<file path="config.mk">
export PLATFORM = sky130hd
export DESIGN_NAME = waypoint_rotate_move_controller
export DESIGN_NICKNAME = d
export VERILOG_FILES = /design/src/rtl/core/wrmc_pkg.sv /design/src/rtl/core/wrmc_cordic.sv /design/src/rtl/core/wrmc_div.sv /design/src/rtl/core/waypoint_rotate_move_controller.sv
export VERILOG_INCLUDE_DIRS = /design/src /design/src/rtl/core
export SDC_FILE = /design/constraint.sdc
export NUM_CORES = 2
export LEC_CHECK = 0
export BUFFER_PORTS_ARGS = -buffer_cell sky130_fd_sc_hd__buf_2
export CAP_MARGIN = 20
export CORE_ASPECT_RATIO = 0.75
export CORE_UTILIZATION = 55
export DETAILED_ROUTE_END_ITERATION = 8
export PLACE_DENSITY = 0.74
export SYNTH_ARGS = -nofsm -noshare
export SYNTH_HDL_FRONTEND = slang
export SYNTH_SLANG_ARGS = --single-unit
</file>
<file path="constraint.sdc">
create_clock -name clk -period 7.6 [get_ports clk]
set_input_delay 0.38 -clock clk [delete_from_list [all_inputs] [get_ports clk]]
set_output_delay 0.38 -clock clk [all_outputs]
set_load 0.05 [all_outputs]
</file>
<file path="src/rtl/core/assert_macros.svh">
// assertion macros for the rtl files
// no dependencies; included by files that carry assertions
`ifndef ASSERT_MACROS_SVH
`define ASSERT_MACROS_SVH

// property must hold at every clock edge outside reset
`define WRMC_ASSERT(label, prop, msg) \
  label: assert property (@(posedge clk) disable iff (rst) (prop)) else $error(msg);

// expression must never be true outside reset
`define WRMC_NEVER(label, expr, msg) \
  label: assert property (@(posedge clk) disable iff (rst) !(expr)) else $error(msg);

`endif

</file>
<file path="src/rtl/core/wrmc_pkg.sv">
// constants, types and the cordic angle table of the waypoint controller
// no dependencies
`timescale 1ns / 1ps
package wrmc_pkg;

  localparam int PROFILE_ENTRIES = 256;
  localparam int CORDIC_STEPS    = 16;
  localparam int SHORT_MOVE_MM   = 50;

  localparam int CORDIC_N  = (CORDIC_STEPS < 24) ? CORDIC_STEPS : 24;
  localparam int CW        = 40;
  localparam int PROF_LOG2 = $clog2(PROFILE_ENTRIES);
  localparam int K_W       = PROF_LOG2 + 1;
  localparam int KS_W      = 17 + PROF_LOG2 + 1;

  localparam int DD_W = 34;
  localparam int DV_W = 17;

  localparam logic [29:0] KINV         = 30'd652032874;
  localparam logic [26:0] ROT_END_LIM  = 27'd65470464;
  localparam logic [26:0] MOVE_END_LIM = 27'd6225920;
  localparam logic [16:0] ONE_Q16      = 17'd65536;
  localparam logic [16:0] SPEED_OFFSET = 17'd48;

  localparam logic [1:0] PH_STANDBY = 2'd0;
  localparam logic [1:0] PH_ROTATE  = 2'd1;
  localparam logic [1:0] PH_MOVE    = 2'd2;

  localparam logic [1:0] DM_NONE    = 2'd0;
  localparam logic [1:0] DM_LEFT    = 2'd1;
  localparam logic [1:0] DM_RIGHT   = 2'd2;
  localparam logic [1:0] DM_FORWARD = 2'd3;

  localparam logic [1:0] CFG_WAYPOINT_COUNT = 2'd0;
  localparam logic [1:0] CFG_ROTATE_MAX     = 2'd1;
  localparam logic [1:0] CFG_MOVE_MAX       = 2'd2;

  typedef struct packed {
    logic busy;
    logic done;
  } unit_stat_t;

  function automatic logic [15:0] cordic_atan(input logic [4:0] i);
    logic [15:0] v;
    case (i)
      5'd0:  v = 16'd8192;
      5'd1:  v = 16'd4836;
      5'd2:  v = 16'd2555;
      5'd3:  v = 16'd1297;
      5'd4:  v = 16'd651;
      5'd5:  v = 16'd326;
      5'd6:  v = 16'd163;
      5'd7:  v = 16'd81;
      5'd8:  v = 16'd41;
      5'd9:  v = 16'd20;
      5'd10: v = 16'd10;
      5'd11: v = 16'd5;
      5'd12: v = 16'd3;
      5'd13: v = 16'd1;
      5'd14: v = 16'd1;
      default: v = 16'd0;
    endcase
    return v;
  endfunction

endpackage

</file>
<file path="src/rtl/core/wrmc_cordic.sv">
// iterative vectoring cordic, one micro-rotation per cycle
// depends on wrmc_pkg
`timescale 1ns / 1ps
module wrmc_cordic import wrmc_pkg::*; (
  input  logic                 clk,
  input  logic                 rst,
  input  logic                 start,
  input  logic signed [CW-1:0] x_in,
  input  logic signed [CW-1:0] y_in,
  output unit_stat_t           stat,
  output logic signed [CW-1:0] mag,
  output logic [15:0]          angle
);

  logic signed [CW-1:0] x;
  logic signed [CW-1:0] y;
  logic [15:0]          z;
  logic [4:0]           step;
  logic                 busy;
  logic                 done;
  logic signed [CW-1:0] xs;
  logic signed [CW-1:0] ys;

  assign xs = x >>> step;
  assign ys = y >>> step;

  always_ff @(posedge clk) begin
    if (rst) begin
      busy <= 1'b0;
      done <= 1'b0;
    end else begin
      done <= 1'b0;
      if (start) begin
        // left half plane: rotate by half a turn first
        if (x_in < 0) begin
          x <= -x_in;
          y <= -y_in;
          z <= 16'h8000;
        end else begin
          x <= x_in;
          y <= y_in;
          z <= 16'h0000;
        end
        step <= 5'd0;
        busy <= 1'b1;
      end else if (busy) begin
        if (y >= 0) begin
          x <= x + ys;
          y <= y - xs;
          z <= z + cordic_atan(step);
        end else begin
          x <= x - ys;
          y <= y + xs;
          z <= z - cordic_atan(step);
        end
        step <= step + 5'd1;
        if (step == 5'(CORDIC_N - 1)) begin
          busy <= 1'b0;
          done <= 1'b1;
        end
      end
    end
  end

  assign stat.busy = busy;
  assign stat.done = done;
  assign mag       = x;
  assign angle     = z;

endmodule

</file>
<file path="src/rtl/core/wrmc_div.sv">
// iterative restoring divider, one quotient bit per cycle
// depends on wrmc_pkg
`timescale 1ns / 1ps
module wrmc_div import wrmc_pkg::*; (
  input  logic            clk,
  input  logic            rst,
  input  logic            start,
  input  logic [DD_W-1:0] dividend,
  input  logic [DV_W-1:0] divisor,
  output unit_stat_t      stat,
  output logic [DD_W-1:0] quotient
);

  logic [DV_W-1:0] rem;
  logic [DV_W-1:0] dvs;
  logic [DD_W-1:0] quo;
  logic [5:0]      cnt;
  logic            busy;
  logic            done;
  logic [DV_W:0]   trial;

  assign trial = {rem, quo[DD_W-1]};

  always_ff @(posedge clk) begin
    if (rst) begin
      busy <= 1'b0;
      done <= 1'b0;
    end else begin
      done <= 1'b0;
      if (start) begin
        rem  <= '0;
        dvs  <= divisor;
        quo  <= dividend;
        cnt  <= 6'd0;
        busy <= 1'b1;
      end else if (busy) begin
        if (trial >= {1'b0, dvs}) begin
          rem <= DV_W'(trial - {1'b0, dvs});
          quo <= {quo[DD_W-2:0], 1'b1};
        end else begin
          rem <= trial[DV_W-1:0];
          quo <= {quo[DD_W-2:0], 1'b0};
        end
        cnt <= cnt + 6'd1;
        if (cnt == 6'(DD_W - 1)) begin
          busy <= 1'b0;
          done <= 1'b1;
        end
      end
    end
  end

  assign stat.busy = busy;
  assign stat.done = done;
  assign quotient  = quo;

endmodule

</file>
<file path="src/rtl/core/waypoint_rotate_move_controller.sv">
// top level of the waypoint controller: sequencer, phase state, output register
// depends on wrmc_pkg, wrmc_cordic, wrmc_div and assert_macros.svh
`timescale 1ns / 1ps
//
// channel   handshake              payload
// -------   --------------------   ------------------------------------------
// in        in_valid / in_stall    target_x/y, target_backward, pose_x/y,
//                                  pose_heading, obstacle_front/back, run_enable
// out       out_valid / out_stall  drive_enable, drive_mode, left/right_speed,
//                                  phase_now, waypoint_now, waypoint_reached
// cfg       cfg_valid / cfg_ready  cfg_index, cfg_data (always ready)
//
// an item reaches the output register after one pass of the shared cordic in
// standby, and in rotate or move after up to three passes of the shared cordic,
// up to two passes of the shared divider and the sequencer steps between them
// the block takes one item at a time; in_stall is high from acceptance until
// the result is loaded into the output register
// a finished result waits in the output register while out_stall is high; the
// next item can be accepted meanwhile, and its result waits for the register
// rst is synchronous; it clears phase, waypoint index, captured turn and
// distance, configuration and the handshake state
`include "assert_macros.svh"
module waypoint_rotate_move_controller import wrmc_pkg::*; (
  input  logic               clk,
  input  logic               rst,
  // input items
  input  logic               in_valid,
  output logic               in_stall,
  input  logic signed [15:0] target_x,
  input  logic signed [15:0] target_y,
  input  logic               target_backward,
  input  logic signed [15:0] pose_x,
  input  logic signed [15:0] pose_y,
  input  logic [15:0]        pose_heading,
  input  logic               obstacle_front,
  input  logic               obstacle_back,
  input  logic               run_enable,
  // result items
  output logic               out_valid,
  input  logic               out_stall,
  output logic               drive_enable,
  output logic [1:0]         drive_mode,
  output logic [16:0]        left_speed,
  output logic [16:0]        right_speed,
  output logic [1:0]         phase_now,
  output logic [7:0]         waypoint_now,
  output logic               waypoint_reached,
  // configuration writes
  input  logic               cfg_valid,
  output logic               cfg_ready,
  input  logic [1:0]         cfg_index,
  input  logic [15:0]        cfg_data
);

  typedef enum logic [4:0] {
    S_IDLE, S_VEC_GO, S_VEC_WAIT, S_MUL_LO, S_MUL_HI, S_DIST, S_PHASE,
    S_DIV_GO, S_DIV_WAIT, S_TEST, S_PROF_X, S_PROF_T, S_NUM_GO, S_NUM_WAIT,
    S_DEN_GO, S_DEN_WAIT, S_PDIV, S_PDIV_GO, S_PDIV_WAIT, S_SPEED, S_STEER,
    S_FINISH
  } state_t;

  state_t state;

  // configuration
  logic [7:0] waypoint_count;
  logic [9:0] rotate_speed_max;
  logic [9:0] move_speed_max;

  // controller state kept across items
  logic [1:0]  phase;
  logic [7:0]  waypoint_index;
  logic [15:0] initial_turn;
  logic [16:0] initial_distance;

  // latched item fields
  logic        backward;
  logic        ob_front;
  logic        ob_back;
  logic        run;
  logic [15:0] heading;

  // working registers
  logic signed [CW-1:0] cx;
  logic signed [CW-1:0] cy;
  logic [15:0]          bearing;
  logic [38:0]          magu;
  logic [69:0]          acc;
  logic [16:0]          dist_mm;
  logic signed [15:0]   err;
  logic [DD_W-1:0]      dd;
  logic [DV_W-1:0]      dv;
  logic                 neg;
  logic [16:0]          p;
  logic [16:0]          kx;
  logic [33:0]          t1;
  logic [15:0]          num;
  logic [15:0]          den;
  logic [16:0]          prof;
  logic [9:0]           peak;
  logic [4:0]           prof_a;
  logic [16:0]          sp;

  // pending result
  logic        r_en;
  logic [1:0]  r_mode;
  logic [16:0] r_lsp;
  logic [16:0] r_rsp;
  logic        r_reached;

  // shared units
  unit_stat_t           cstat;
  unit_stat_t           dstat;
  logic signed [CW-1:0] c_mag;
  logic [15:0]          c_angle;
  logic [DD_W-1:0]      quot;
  logic                 c_start;
  logic                 d_start;

  // combinational helpers
  logic signed [16:0] dx;
  logic signed [16:0] dy;
  logic [49:0]        prod_lo;
  logic [48:0]        prod_hi;
  logic [15:0]        turn_init;
  logic [16:0]        turn_abs;
  logic [16:0]        err_abs;
  logic [16:0]        dist_init;
  logic [16:0]        p_calc;
  logic [26:0]        p_1000;
  logic [26:0]        p_100;
  logic [KS_W-1:0]    ksum;
  logic [K_W-1:0]     k;
  logic [16:0]        x_of_p;
  logic [7:0]         idx_next;
  logic               blocked;
  logic [16:0]        sp_eff;
  logic [16:0]        fac;
  logic [33:0]        steer_prod;
  logic [16:0]        scaled;
  logic [26:0]        peak_prod;
  logic [14:0]        num_pos;
  logic               out_load;

  assign dx = 17'(target_x) - 17'(pose_x);
  assign dy = 17'(target_y) - 17'(pose_y);

  // distance scaling by the cordic gain, split into two partial products
  assign prod_lo = 50'(magu[19:0]) * 50'(KINV);
  assign prod_hi = 49'(magu[38:20]) * 49'(KINV);

  // capture on first tick of a phase
  assign turn_init = (initial_turn == 16'd0) ? err : initial_turn;
  assign turn_abs  = turn_init[15] ? (17'd0 - {1'b1, turn_init}) : {1'b0, turn_init};
  assign err_abs   = err[15] ? (17'd0 - {1'b1, err}) : {1'b0, err};
  assign dist_init = (initial_distance == 17'd0) ? dist_mm : initial_distance;

  // progression from the quotient, clamped to [0, 1]
  always_comb begin
    if (phase == PH_ROTATE && neg) begin
      p_calc = ONE_Q16;
    end else if (quot[DD_W-1:16] != '0) begin
      p_calc = 17'd0;
    end else begin
      p_calc = ONE_Q16 - {1'b0, quot[15:0]};
    end
  end

  assign p_1000 = 27'(p) * 27'(1000);
  assign p_100  = 27'(p) * 27'(100);

  // profile index and its abscissa
  assign ksum   = KS_W'({p, {PROF_LOG2{1'b0}}}) + KS_W'(32768);
  assign k      = ksum[16 +: K_W];
  assign x_of_p = 17'(k) << (16 - PROF_LOG2);

  assign idx_next = (waypoint_index < 8'd255) ? (waypoint_index + 8'd1) : waypoint_index;
  assign blocked  = (ob_front && !backward) || (ob_back && backward);

  assign num_pos   = num[15] ? 15'd0 : num[14:0];
  assign peak_prod = 27'(peak) * 27'(prof);

  // differential steering from heading error
  assign sp_eff     = (phase == PH_MOVE && blocked) ? 17'd0 : sp;
  assign fac        = 17'(32'sd32768 - 32'(err));
  assign steer_prod = 34'(sp_eff) * 34'(fac);
  assign scaled     = steer_prod[31:15];

  assign c_start  = (state == S_VEC_GO) || (state == S_NUM_GO) || (state == S_DEN_GO);
  assign d_start  = (state == S_DIV_GO) || (state == S_PDIV_GO);
  assign in_stall = (state != S_IDLE);
  assign cfg_ready = 1'b1;

  // result moves into the output register when it is empty or being taken
  assign out_load = (state == S_FINISH) && (!out_valid || !out_stall);

  wrmc_cordic u_cordic (
    .clk   (clk),
    .rst   (rst),
    .start (c_start),
    .x_in  (cx),
    .y_in  (cy),
    .stat  (cstat),
    .mag   (c_mag),
    .angle (c_angle)
  );

  wrmc_div u_div (
    .clk      (clk),
    .rst      (rst),
    .start    (d_start),
    .dividend (dd),
    .divisor  (dv),
    .stat     (dstat),
    .quotient (quot)
  );

  // configuration registers
  always_ff @(posedge clk) begin
    if (rst) begin
      waypoint_count   <= 8'd0;
      rotate_speed_max <= 10'd0;
      move_speed_max   <= 10'd0;
    end else if (cfg_valid && cfg_ready) begin
      unique case (cfg_index)
        CFG_WAYPOINT_COUNT: waypoint_count   <= cfg_data[7:0];
        CFG_ROTATE_MAX:     rotate_speed_max <= cfg_data[9:0];
        CFG_MOVE_MAX:       move_speed_max   <= cfg_data[9:0];
        default: ;
      endcase
    end
  end

  // sequencer
  always_ff @(posedge clk) begin
    if (rst) begin
      state            <= S_IDLE;
      out_valid        <= 1'b0;
      phase            <= PH_STANDBY;
      waypoint_index   <= 8'd0;
      initial_turn     <= 16'd0;
      initial_distance <= 17'd0;
    end else begin
      if (out_load) begin
        out_valid <= 1'b1;
      end else if (out_valid && !out_stall) begin
        out_valid <= 1'b0;
      end
      unique case (state)
        S_IDLE: begin
          if (in_valid) begin
            // differences scaled by 256 for the cordic
            cx       <= {{(CW-25){dx[16]}}, dx, 8'd0};
            cy       <= {{(CW-25){dy[16]}}, dy, 8'd0};
            backward <= target_backward;
            ob_front <= obstacle_front;
            ob_back  <= obstacle_back;
            run      <= run_enable;
            heading  <= pose_heading;
            state    <= S_VEC_GO;
          end
        end
        S_VEC_GO: state <= S_VEC_WAIT;
        S_VEC_WAIT: begin
          if (cstat.done) begin
            bearing <= c_angle;
            magu    <= c_mag[CW-1] ? 39'd0 : c_mag[38:0];
            state   <= S_MUL_LO;
          end
        end
        S_MUL_LO: begin
          acc   <= 70'(prod_lo) + (70'd1 << 37);
          state <= S_MUL_HI;
        end
        S_MUL_HI: begin
          acc   <= acc + (70'(prod_hi) << 20);
          state <= S_DIST;
        end
        S_DIST: begin
          dist_mm <= (acc[69:55] != '0) ? 17'd131071 : acc[54:38];
          err     <= bearing - heading;
          state   <= S_PHASE;
        end
        S_PHASE: begin
          r_en      <= 1'b0;
          r_lsp     <= 17'd0;
          r_rsp     <= 17'd0;
          r_reached <= 1'b0;
          unique case (phase)
            PH_STANDBY: begin
              r_mode <= DM_NONE;
              if (waypoint_index < waypoint_count && run) begin
                phase <= PH_ROTATE;
              end
              state <= S_FINISH;
            end
            PH_ROTATE: begin
              initial_turn <= turn_init;
              r_mode       <= (err > 0) ? DM_LEFT : DM_RIGHT;
              peak         <= rotate_speed_max;
              prof_a       <= 5'd20;
              if (turn_init == 16'd0) begin
                p     <= ONE_Q16;
                state <= S_TEST;
              end else begin
                dd    <= {1'b0, err_abs, 16'd0};
                dv    <= turn_abs;
                neg   <= err[15] ^ turn_init[15];
                state <= S_DIV_GO;
              end
            end
            PH_MOVE: begin
              initial_distance <= dist_init;
              r_mode           <= DM_FORWARD;
              // short moves run a gentler, slower profile
              if (dist_init < 17'(SHORT_MOVE_MM)) begin
                peak   <= 10'd10;
                prof_a <= 5'd10;
              end else begin
                peak   <= move_speed_max;
                prof_a <= 5'd20;
              end
              neg <= 1'b0;
              if (dist_init == 17'd0) begin
                p     <= ONE_Q16;
                state <= S_TEST;
              end else begin
                dd    <= {1'b0, dist_mm, 16'd0};
                dv    <= dist_init;
                state <= S_DIV_GO;
              end
            end
            default: begin
              // unused phase code falls back to standby
              r_mode <= DM_NONE;
              phase  <= PH_STANDBY;
              state  <= S_FINISH;
            end
          endcase
        end
        S_DIV_GO: state <= S_DIV_WAIT;
        S_DIV_WAIT: begin
          if (dstat.done) begin
            p     <= p_calc;
            state <= S_TEST;
          end
        end
        S_TEST: begin
          kx <= x_of_p;
          if (phase == PH_ROTATE) begin
            if (p_1000 > ROT_END_LIM) begin
              // rotation done: drive off, mode keeps the sense
              phase        <= PH_MOVE;
              initial_turn <= 16'd0;
              state        <= S_FINISH;
            end else begin
              state <= S_PROF_X;
            end
          end else begin
            // an obstacle or the end of the move drops the captured distance
            if (blocked || (p_100 > MOVE_END_LIM)) begin
              initial_distance <= 17'd0;
            end
            if (p_100 > MOVE_END_LIM) begin
              // move done: advance the route
              waypoint_index   <= idx_next;
              phase            <= (idx_next >= waypoint_count) ? PH_STANDBY : PH_ROTATE;
              r_reached        <= 1'b1;
              state            <= S_FINISH;
            end else begin
              state <= S_PROF_X;
            end
          end
        end
        S_PROF_X: begin
          t1    <= 34'(kx) * 34'(ONE_Q16 - kx);
          state <= S_PROF_T;
        end
        S_PROF_T: begin
          // atan(a*x*(1-x)) as the angle of (2^32, a*x*(65536-x))
          cx    <= CW'(64'd1 << 32);
          cy    <= CW'(38'(prof_a) * 38'(t1));
          state <= S_NUM_GO;
        end
        S_NUM_GO: state <= S_NUM_WAIT;
        S_NUM_WAIT: begin
          if (cstat.done) begin
            num   <= c_angle;
            cx    <= CW'(4);
            cy    <= CW'(prof_a);
            state <= S_DEN_GO;
          end
        end
        S_DEN_GO: state <= S_DEN_WAIT;
        S_DEN_WAIT: begin
          if (cstat.done) begin
            den   <= c_angle;
            state <= S_PDIV;
          end
        end
        S_PDIV: begin
          if (den[15] || den == 16'd0) begin
            prof  <= ONE_Q16;
            state <= S_SPEED;
          end else begin
            dd    <= {3'd0, num_pos, 16'd0};
            dv    <= {1'b0, den};
            state <= S_PDIV_GO;
          end
        end
        S_PDIV_GO: state <= S_PDIV_WAIT;
        S_PDIV_WAIT: begin
          if (dstat.done) begin
            prof  <= (quot > DD_W'(ONE_Q16)) ? ONE_Q16 : quot[16:0];
            state <= S_SPEED;
          end
        end
        S_SPEED: begin
          sp    <= 17'(peak_prod >> 10) + SPEED_OFFSET;
          state <= S_STEER;
        end
        S_STEER: begin
          r_en <= 1'b1;
          if (phase == PH_ROTATE) begin
            r_lsp <= sp;
            r_rsp <= sp;
          end else if (err > 0) begin
            r_lsp <= sp_eff;
            r_rsp <= scaled;
          end else begin
            r_lsp <= scaled;
            r_rsp <= sp_eff;
          end
          state <= S_FINISH;
        end
        S_FINISH: begin
          if (out_load) begin
            drive_enable     <= r_en;
            drive_mode       <= r_mode;
            left_speed       <= r_lsp;
            right_speed      <= r_rsp;
            phase_now        <= phase;
            waypoint_now     <= waypoint_index;
            waypoint_reached <= r_reached;
            state            <= S_IDLE;
          end
        end
        default: state <= S_IDLE;
      endcase
    end
  end

  `WRMC_NEVER(a_units_exclusive, cstat.busy && dstat.busy, "cordic and divider busy together")
  `WRMC_ASSERT(a_accept_stalls, (in_valid && !in_stall) |=> in_stall, "item accepted twice")
  `WRMC_NEVER(a_phase_code, phase == 2'd3, "phase register holds unused code")

endmodule

</file>
### Yosys cells after proc, flatten, opt, wreduce, memory -nomap -nowiden

Memories as Yosys holds them, arrays and structs flattened. A register that Yosys moved wholly into a read port is not among the register bits.
Index checks and enable logic that the tools add are counted.

* bits in read-only memories: 448
* output and inout port bits: 51
* input port bits: 107
* register bits after elaboration: 785
* logic and storage cells: 360
* memories: 2

Memories
* (no name shown): words 16, bits a word 14, rd ports 1, clocked after Yosys merged registers in 1, write ports 0, RTL line wrmc_pkg.sv:45 `case (i)`
* (no name shown): words 16, bits a word 14, rd ports 1, clocked after Yosys merged registers in 1, write ports 0, RTL line wrmc_pkg.sv:45

* reduce and logical (&&, ||, !) cells: 72
* magnitude comparators: 11
* add/subtract/negate cells: 24
* $mul: 8
* equality and inequality tests: 53
* bitwise operators: 5
* muxes and demuxes: 126
* shift-type cells: 2

Operators by type and width (count)
* $mux 40: 12
* $mux 17: 24
* $mux 16: 18
* $pmux 17 s2: 8
* $pmux 40 s3: 2
* $mux 34: 5
* $pmux 70 s2: 1
* $pmux 34 s2: 2
* $pmux 5 s22: 1
* $add 40x40->40: 2
* $neg 40->40: 2
* $sshr 40x5->40: 2
* $sub 40x40->40: 2
* $add 70x69->70: 1
* $mux 5: 12
* $add 50x38->51 const B: 1
* $mul 20x29->49 const B: 1
* $logic_not 16->1: 3
* $mul 19x29->48 const B: 1
* $eq 5x4->1 const B: 9
* $ge 40x1->1 const B: 1
* $lt 40x1->1 const B: 1
* $gt 34x17->1 const B: 1
* $logic_not 17->1: 2
* 68 further kinds: 187

### Logic depth before layout (Yosys ltp)

* depth after elaboration: 9
* depth in mapped cells: 37

### Modules after synthesis

From an unflattened synthesis, not the netlist that was laid out.

* cells, all modules: 9662
* area total of the unflattened synthesis: 92471.2 µm²

Modules (own cells, without submodules)
* waypoint_rotate_move_controller: area an instance 69695.6 µm², cells each 7109, times used 1, seq. area each 15144.5 µm²
* wrmc_cordic: area an instance 18614.1 µm², cells each 2228, times used 1, seq. area each 3353.2 µm²
* wrmc_div: area an instance 4161.5 µm², cells each 325, times used 1, seq. area each 2262.2 µm²

### Least setup slack after synthesis

OpenSTA, ideal clock, no wires.

* path type: flip-flop to flip-flop
* start: reg err[0]
* end: reg r_rsp[16], data pin
* data arrival time: 8.157 ns
* data required time: 7.337 ns
* buffers on the path: 3
* stages on the path, launching flop included: 33
* setup slack: -0.820 ns
* path through: edfxtp_1 > clkbuf_1 > or3_1 > clkbuf_1 > nor3_1 > nand2b_1 > nor4_1 > nand2_1 > or3_1 > xnor2_1 > clkbuf_1 > nor2_1 > fa_1 > fa_1 > inv_1 > fa_1 > inv_1 > fa_1 > inv_1 > fa_1 > inv_1 > fa_1 > ha_1 > nand2_1 > a211oi_1 > o21a_1 > o21ai_0 > a31oi_1 > a41oi_1 > o21ai_0 > a21oi_1 > xnor2_1 > o21ai_0

* longest elaborated chain between the ends: 5
* elaborated cells between the ends (all ways): 6
* those cells by class: 1 x add/sub; 1 x mul; 1 x order compare; 3 x mux

RTL lines
* from (decl): RTL line waypoint_rotate_move_controller.sv:89 `logic signed [15:0] err;`
* from (signal assigned): RTL line waypoint_rotate_move_controller.sv:280 `err <= bearing - heading;`
* $sub 17x16->17: RTL line waypoint_rotate_move_controller.sv:184 `assign fac = 17'(32'sd32768 - 32'(err));`
* $mul 17x17->32: RTL line waypoint_rotate_move_controller.sv:185 `assign steer_prod = 34'(sp_eff) * 34'(fac);`
* $mux 17 (*): RTL line waypoint_rotate_move_controller.sv:426 `end else if (err > 0) begin`
* $mux 17 (*): RTL line waypoint_rotate_move_controller.sv:423 `if (phase == PH_ROTATE) begin`
* $pmux 17 s2 (*): RTL line waypoint_rotate_move_controller.sv:248 `unique case (state)`
* to (signal assigned): RTL line waypoint_rotate_move_controller.sv:425 `r_rsp <= sp;`
* to (signal assigned): RTL line waypoint_rotate_move_controller.sv:428 `r_rsp <= scaled;`
* to (signal assigned): RTL line waypoint_rotate_move_controller.sv:431 `r_rsp <= sp_eff;`
* to (decl): RTL line waypoint_rotate_move_controller.sv:107 `logic [16:0] r_rsp;`

Every way passes the cells marked *; elsewhere a longest branch is shown, timed or not.
A chain may end at the register's enable or synchronous reset.

### Worst setup path after layout

* start: reg magu[35]
* end: reg acc[69], data pin

* longest elaborated chain between the ends: 3

RTL lines
* from (decl): RTL line waypoint_rotate_move_controller.sv:86 `logic [38:0] magu;`
* from (signal assigned): RTL line waypoint_rotate_move_controller.sv:266 `magu <= c_mag[CW-1] ? 39'd0 : c_mag[38:0];`
* $mul 19x29->48: RTL line waypoint_rotate_move_controller.sv:149 `assign prod_hi = 49'(magu[38:20]) * 49'(KINV);`
* $add 70x69->70: RTL line waypoint_rotate_move_controller.sv:275 `acc <= acc + (70'(prod_hi) << 20);`
* $pmux 70 s2: RTL line waypoint_rotate_move_controller.sv:248
* to (signal assigned): RTL line waypoint_rotate_move_controller.sv:271 `acc <= 70'(prod_lo) + (70'd1 << 37);`
* to (signal assigned): RTL line waypoint_rotate_move_controller.sv:275
* to (decl): RTL line waypoint_rotate_move_controller.sv:87 `logic [69:0] acc;`

Every way passes these cells.

==> run metrics <==
signal arrival time at the worst endpoint 8.45 ns; Area after DPL 97200 um2; Tightest Hold Check Type in -> reg; final setup slack of the worst path -0.374 ns; Required @ worst endpoint 8.08 ns; vias in the first global route 71.3k; first-iteration detailed-routing DRC count 7316; aggregate global routing overflow 0; Worst path max stage delay 0.56 ns; master of the slowest instance on the critical path fa_1; synth top area cells fa_1 22%, edfxtp_1 21%, ha_1 13%; clock buffers created by TritonCTS 80; final non-filler cell area 104000 um2; biggest area consumer among synthesized cells fa_1; kind of launch point of the worst setup path register; number of nets with antenna violations after routing 0; Crit path max-delay family adder cells; overall die height 352 um; CTS tree yes; worst clock skew 0.0487 ns; Buffers on Ports 150; drc violations 0; leakage power figure 47.6 nW; largest fanout of any net on the critical path 4; Mapped Cells 9297; CP Buf/Inv Count 8; most frequently used flop master after synthesis edfxtp_1; DIE WIDTH 468 um; flip-flop and latch area 20800 um2; number of maximum-capacitance constraint violations 0; class of the most critical setup path reg -> reg; Ports 158; total routed wirelength 267000 um; global placer's final weighted congestion 0.982; worst relative slew slack 15.4%; maximum achievable frequency 125 MHz; type of destination of the critical path register; Bufs on Longest Clock Path 3; initial antenna violation count 7; number of core rows 127; area of the mapped netlist 89600 um2; Filler Cells Inserted 12.8k; violations in the final reports setup timing; post-placement setup slack -0.570 ns; Net Count, Synth 11.4k; outcome finished with violations; maximum number of pins on one net before global-route repair 71; detailed-route via count 71.6k; async set-or-reset flop fraction in the synthesized netlist 0%; period utilisation layout 105%; Warnings, synthesis 0; Total Nets Final 12.1k; commonest cells in the synthesized netlist 1472 x inv_1, 992 x fa_1, 958 x ha_1; Fin. Hold Viols 0; share of layout cells above drive strength 1 16.3%; top-count cell post-synth inv_1; clock latency on the worst-skew pair 0.74 ns; DPL Wire Length 216000 um; sequential-to-total area share from yosys stat 23.2%; top-area cell type share of the netlist area 22.2%; global-route wire length before repair 411000 um; post-layout util 64.4%; number of enable flip-flop cells after synthesis 628; mean post-synth cell area 9.64 um2; Max VDD drop 0.613 mV; first drt pass iteration count 8; number of endpoints failing setup at the final stage 23; Initial Util 55.7%; Die Outline Area 165000 um2; Syn-to-layout area delta 15.5%; Worst-Margin Slew 1.27 ns; CTS sink cnt 723; gr usage total 32.4%; Max H-tree Level 3; area used by multi-input combinational logic 64200 um2; Final Slew Violations 0; CTS root buffer clkbuf_16; final critical-path required period 7.97 ns; count of unique library cells instantiated by Yosys 99; clock-pin slew on the worst setup and hold paths 0.07 ns; routed wirelength normalized by instance count 21.8 um; core outline area 161000 um2; flops & latches, synth 723; power per standard cell area 277 nW/um2; setup repair after global routing missed its margin yes; Via-to-Cell Ratio 5.84
power breakdown:
part / internal [mW] / switching (mW)
clock network: 2.37 / 1.87
logic: 7.58 / 10.4
registers: 5.60 / 0.827
routing by layer:
layer	global-route usage, %	part of all wire (%)	vias up
li1	-	-	32700
met1	47.0	44	35300
met2	47.6	42	3173
met3	8.76	11	427
met4	8.38	2.8	6
met5	0	0.014	-
registers in the layout, summed over array words and instances, names as in the netlist, 17 cells and up, named ones only:
name / count
dd: 17
u_div.rem: 17
cx: 19
t1: 18
u_div.quotient: 34
p: 17
prof: 17
sp: 17
acc: 49
initial_distance: 17
left_speed: 17
u_cordic.y: 40
u_div.dvs: 17
u_cordic.mag: 40
right_speed: 17
r_rsp: 17
dv: 17
r_lsp: 17
magu: 39
dist_mm: 17
cy: 34
path summary, 6_finish.rpt:
| check | start | end | slack [ns] | cells past startpoint |
|---|---|---|---|---|
| min | pose_x[0] | cx[8] | 0.11 | 3 |
| max | magu[35] | acc[69] | -0.37 | 35 |
| min reg2reg | dv[3] | u_div.dvs[3] | 0.41 | 0 |
| max reg2reg | magu[35] | acc[69] | -0.37 | 35 |
worst min-delay path, cell delays in order:
cell,delay [ns]
buf_2,0.08
ha_1,0.15
nor2_1,0.06
kinds of logic after synthesis:
logic type      after synthesis  share of synthesized area, %
xor+xnor                    530                          5.20
other cells                   1                       0.00418
compound gates             1526                          10.7
flops                       723                          23.2
simple gates               2542                          13.5
fa+ha+maj                  1950                          35.5
buf+inv                    1771                          7.55
mux                         254                          4.41
per-stage QoR:
stage	setup TNS [ns]	instances	power (mW)	hold WS (ns)
2_1_floorplan	0	9297	18.8	0.400
3_3_place_gp	-8.90	11900	22.8	0.401
3_5_place_dp	-12.48	11900	23.3	0.405
4_1_cts	-0.831	12200	27.9	0.0459
5_1_grt	-12.31	12300	30.5	0.0951
6_report	-3.81	12300	28.6	0.106
cells in the final DEF (no fill, tap or decap), drive strengths merged, types with 35 or more instances in the layout:
cell type	instances
clkbuf	98
nand2b	112
o21bai	43
xnor2	321
a21oi	437
xor2	208
a211oi	46
o31ai	57
ha	958
nand3	105
a21boi	35
fa	992
dfxtp	95
mux2	38
nor2	657
nand4	41
nor3	153
or3	57
or2	42
mux4	107
edfxtp	628
and3	64
mux2i	109
o21ai	406
nor4	52
a31oi	46
buf	954
inv	1485
nor2b	130
and2	210
o21a	49
nand2	825
a21o	161
area by class of cell:
type	count	share of cell area [%]
antenna	5	0.0121
inverter	1475	5.36
clock buffer	97	2.11
tap	2128	2.57
multi-input combinational	6803	62.1
timing repair buffer	987	7.21
clock inverter	52	0.637
sequential	723	20.1
timing repair:
item,CTS,global route
endpoints found under the hold margin,50,0
endpoints found under the setup margin,45,59
setup buffers,74,64
pin swaps,199,172
hold buffers,32,0
gates cloned,0,0
gates resized for setup,213,245
Power figures use the tool's default switching activity.
